**src/wom_ram.sv**
```systemverilog
`timescale 1ns / 1ps
// ----------------------------------------------------------------------------
// wom_ram: generic single-write, single-read RAM
// One write port and one read port with registered read data.
// ----------------------------------------------------------------------------
module wom_ram #(
   parameter int WIDTH = 32,
   parameter int DEPTH = 128
) (
   input  logic                     clock,
   input  logic                     wr_en,
   input  logic [$clog2(DEPTH)-1:0] wr_addr,
   input  logic [WIDTH-1:0]         wr_data,
   input  logic [$clog2(DEPTH)-1:0] rd_addr,
   output logic [WIDTH-1:0]         rd_data
);

   logic [WIDTH-1:0] mem_ff [DEPTH];
   logic [WIDTH-1:0] rd_data_ff;

   always_ff @(posedge clock) begin
      if (wr_en) begin
         mem_ff[wr_addr] <= wr_data;
      end
      rd_data_ff <= mem_ff[rd_addr];
   end

   assign rd_data = rd_data_ff;

endmodule

```
**config.mk**
```make
export PLATFORM = sky130hd
export DESIGN_NAME = wom_ram
export DESIGN_NICKNAME = d
export VERILOG_FILES = /design/src/wom_ram.sv
export SDC_FILE = /design/constraint.sdc
export NUM_CORES = 2
export LEC_CHECK = 0
export BUFFER_PORTS_ARGS = -buffer_cell sky130_fd_sc_hd__buf_2
export CORE_AREA = 4 4 950 480
export DETAILED_ROUTE_END_ITERATION = 8
export DIE_AREA = 0 0 954 484
export GPL_TIMING_DRIVEN = 0
export PLACE_DENSITY = 0.52
export SLEW_MARGIN = 30
export SYNTH_ARGS = -nofsm -noshare
export SYNTH_HDL_FRONTEND = slang
export SYNTH_SLANG_ARGS = --single-unit
```
**constraint.sdc**
```tcl
create_clock -name clock -period 6.2 [get_ports clock]
set_input_delay 0.31 -clock clock [delete_from_list [all_inputs] [get_ports clock]]
set_output_delay 0.31 -clock clock [all_outputs]
set_load 0.05 [all_outputs]
```
## Word-level counts from Yosys, hierarchy flattened

Memories as Yosys holds them, arrays and structs flattened. A register that Yosys moved wholly into a read port is not among the register bits.
Index checks and enable logic that the tools add are counted.

- Bits of input ports: 48
- Latch bits: 0
- Memory bits (read-only): 0
- Memories: 1
- Memory bits (writable): 4096
- Register bits: 0
- Output and inout port bits: 32

Memories:

| memory | depth | bits a word | rd ports | clocked after Yosys merged registers in | wr ports | RTL line | text |
|---|---|---|---|---|---|---|---|
| mem_ff | 128 | 32 | 1 | 1 | 1 | 18 | `logic [WIDTH-1:0] mem_ff [DEPTH];` |

- Equal/unequal tests: 0
- Shifts and indexed selects: 0
- Bitwise logic cells: 0
- Add/sub/neg operators: 0
- Multipliers: 0
- Mux-type cells: 2
- Reductions and logical operators: 0
- Order comparisons: 0
- Div/mod/pow operators: 0

Operators by type and width:

| cell | count |
|---|---|
| 1-bit two-way mux | 2 |

## Logic depth before layout (Yosys ltp)

- Word-level depth: 2
- Mapped depth: 8
- Mapped depth without buffers: 4

## Least setup slack after synthesis

No wires, ideal clock.

- Path kind: input-to-reg
- Start: in wr_en
- End: mem mem_ff[98][0] (enable)
- Library setup time: 461 ps
- Data required time: 5739 ps
- Path slack: 2651 ps
- Arrival: 3088 ps
- Stages: 3
- Cells stage by stage: clkbuf_1 nand4_1 nor3_1

- Cells in the longest elaborated chain, start to end: 2

RTL lines:

| element | RTL line | text |
|---|---|---|
| start, declared | 11 | `input logic wr_en,` |
| 1-bit two-way mux | 22 | `if (wr_en) begin` |
| 1-bit two-way mux (implied by the code) | 23 | `mem_ff[wr_addr] <= wr_data;` |
| end, declared | 18 |  |

Every way passes these cells.

==> results.json <==
{
  "post-synth-top-count-cell": "edfxtp_1",
  "fin_nets": 6849,
  "pwr-share-seq_pct": 54.2,
  "die-area_sq_um": 462000,
  "synth.top_cells.by_count": "edfxtp_1 (4096), mux4_2 (1344), clkbuf_1 (182)",
  "cts_buffers": 357,
  "ant_nets": 0,
  "min_delay_worst_endpoint": "mem_ff[78][27]",
  "synth_nets": 6038,
  "slew_headroom_pct": 25.4,
  "hold_start": "wr_addr[1]",
  "max_freq_mhz": 242,
  "r2r_end": "rd_data[12]",
  "start_util_pct": 34.9,
  "fillCellCount": 38000,
  "power.switching_uw": 13000,
  "swShare_pct": 22.8,
  "ir_drop_uv": 262,
  "cp-start-kind": "input port",
  "rsz0062_at_grt": "no",
  "drv_cap": 0,
  "critPathMaxFanout": 10,
  "clock_latency_ns": 0.95,
  "worstPathArrival_ns": 4.94,
  "cts_tree": "done",
  "p_int_uw": 43900,
  "dr.pass1.iters": 5,
  "ys.flop_type": "edfxtp_1",
  "maxSlewViolCount": 0,
  "period_share_pct": 66.5,
  "synthArstFlopShare_pct": 0,
  "status": "completed",
  "final_cells": 13300,
  "setup.worst_path.class": "input port to flop",
  "synth_area_leaders": "edfxtp_1 (79%), mux4_2 (19%), clkbuf_1 (0.44%)",
  "ys_ff_latch": 4128,
  "pwr_density_cell_nw_per_um2": 306,
  "wl_per_cell_um": 36.9,
  "die_h_um": 484,
  "hp-class": "input port to flop",
  "p_clk_share_pct": 38.9,
  "drtIter0Drc": 12700,
  "wirelength_mm": 489,
  "ctsLongestPathBuffers": 4,
  "finalPower_uw": 56800,
  "dp_hpwl_mm": 348,
  "antenna_found_initial": 148,
  "cts_resized": 0,
  "hold_viol": 0,
  "vias": 76000,
  "finalCriticalPeriod_ns": 4.13,
  "grtUsageTotal_pct": 20.7,
  "setup_viol": 0,
  "cp.required_ns": 7.02,
  "hold_path_depth": 3,
  "drc_errors": 0,
  "finalClockSkew_ns": 0.0435,
  "synth_cell_type_count": 17,
  "cts_max_level": 5,
  "syn-instance-count": 5990,
  "core_area_sq_um": 448000,
  "syn_area_sq_um": 156000,
  "die_w_um": 954,
  "reg2reg_from": "mem_ff[95][12]",
  "worst_pin_slew_ns": 1.12,
  "clk_pin_slew_ns": 0.07,
  "dp_cells": 12400,
  "syn2layout_area_growth_pct": 18.8,
  "via_per_inst": 5.72,
  "leakage_uw": 0.0564,
  "place.gp.congestion": 0.914,
  "ys_seq_area_share_pct": 79.1,
  "comb_power_share_pct": 6.9,
  "grt_max_degree": 96,
  "cts.sinks": 4128,
  "grt_pass1_vias": 71000,
  "critPathCaptureType": "flop",
  "clockRootBuffer": "clkbuf_16",
  "synth_area_per_cell_sq_um": 26.1,
  "worstRegToRegCells": 4,
  "yosysTopAreaCell": "edfxtp_1",
  "ys_warn_count": 0,
  "reg2reg_slack_ns": 3.36,
  "synth-edff-count": 4096,
  "drive_gt1_share_pct": 36.7,
  "numPortBuffers": 68,
  "grt_pass1_wl_mm": 651,
  "overflow": 0,
  "fp-row-count": 174,
  "synth_top_cell_area_share_pct": 78.7,
  "io_pins": 80
}
-- flip-flops by register name, indices dropped and copies added (netlist names) --
name and cells:
rd_data 32, mem_ff 4096
-- cell usage in the layout, fill, tap and decap left out, types with 12 or more instances in the layout --
cell type      instances
edfxtp_1            4096
mux4_2              1344
clkbuf_16            364
buf_16               250
diode_2              209
clkbuf_1             188
buf_2                141
nor2_4               119
clkinv_1              82
clkinv_2              60
clkbuf_2              58
buf_4                 54
buf_8                 37
buf_12                35
dlygate4sd3_1         33
mux2_2                32
dfxtp_1               32
bufinv_16             24
buf_6                 15
buf_1                 14
clkbuf_4              14
nand2_1               12
-- metal layers --
layer	track usage [%]	routed length [um]	up-vias
met5	1.51	1670	-
met4	3.68	9070	88
met3	11.9	84700	578
met2	24.5	179000	5147
met1	32.3	214000	41800
li1	-	-	28300
-- through the flow --
stage	setup TNS (ns)	setup slack (ns)	utilization [%]	hold WS, ns	cell area, sq um
floorplan	0	2.65	-	0.409	156000
global placement	-572.50	-1.60	36.7	0.785	164000
detailed placement	0	1.16	38.8	0.713	174000
CTS	0	2.17	41.3	0.0231	185000
global route	0	2.05	41.4	0.116	185000
finish	0	2.07	41.5	0.104	186000
-- power groups by stage --
stage               combinational [uW]  clock, uW  sequential (uW)
floorplan                         1490          0            31600
global placement                  3530          0            31500
detailed placement                3780          0            31400
CTS                               3810      22500            30800
global route                      4010      23700            30800
finish                            3910      22100            30800
-- worst max path at each step --
stage	startpoint	end	slack [ns]	cells past startpoint
after floorplan	wr_en	mem_ff[98][0]	2.65	3
after CTS	rd_addr[2]	rd_data[5]	2.17	9
final	rd_addr[2]	rd_data[12]	2.07	9
after detailed placement	rd_addr[2]	rd_data[11]	1.16	9
after global routing	rd_addr[2]	rd_data[11]	2.05	9
after global placement	wr_addr[3]	mem_ff[100][13]	-1.60	4
-- worst max-delay path, stage by stage --
cell and delay (ns):
clkbuf_1 0.30, buf_2 0.66, clkbuf_2 0.46, buf_12 0.25, clkbuf_1 0.66, mux4_2 0.41, mux4_2 0.72, mux4_2 0.72
mux2_2 0.36
-- logic make-up after synthesis --
family	share of synthesized area, %
buf+inv	0.839
flops	79.1
simple gates	0.446
mux	19.6
-- area by class of cell --
class / instances / area [sq um] / share of cell area (%)
flip-flops and latches: 4128 / 124000 / 66.6
diodes: 209 / 523 / 0.282
plain buffers: 316 / 1480 / 0.797
clock buffers: 438 / 9420 / 5.07
multi-input cells: 1546 / 32300 / 17.4
well taps: 5984 / 7490 / 4.03
clock inverters: 196 / 1660 / 0.893
repair buffers: 452 / 9160 / 4.93
-- what timing repair did --
action	CTS	global route
endpoints found under the hold margin	1745	0
hold buffers	33	0
setup buffers	0	0
Power figures use the tool's default switching activity.
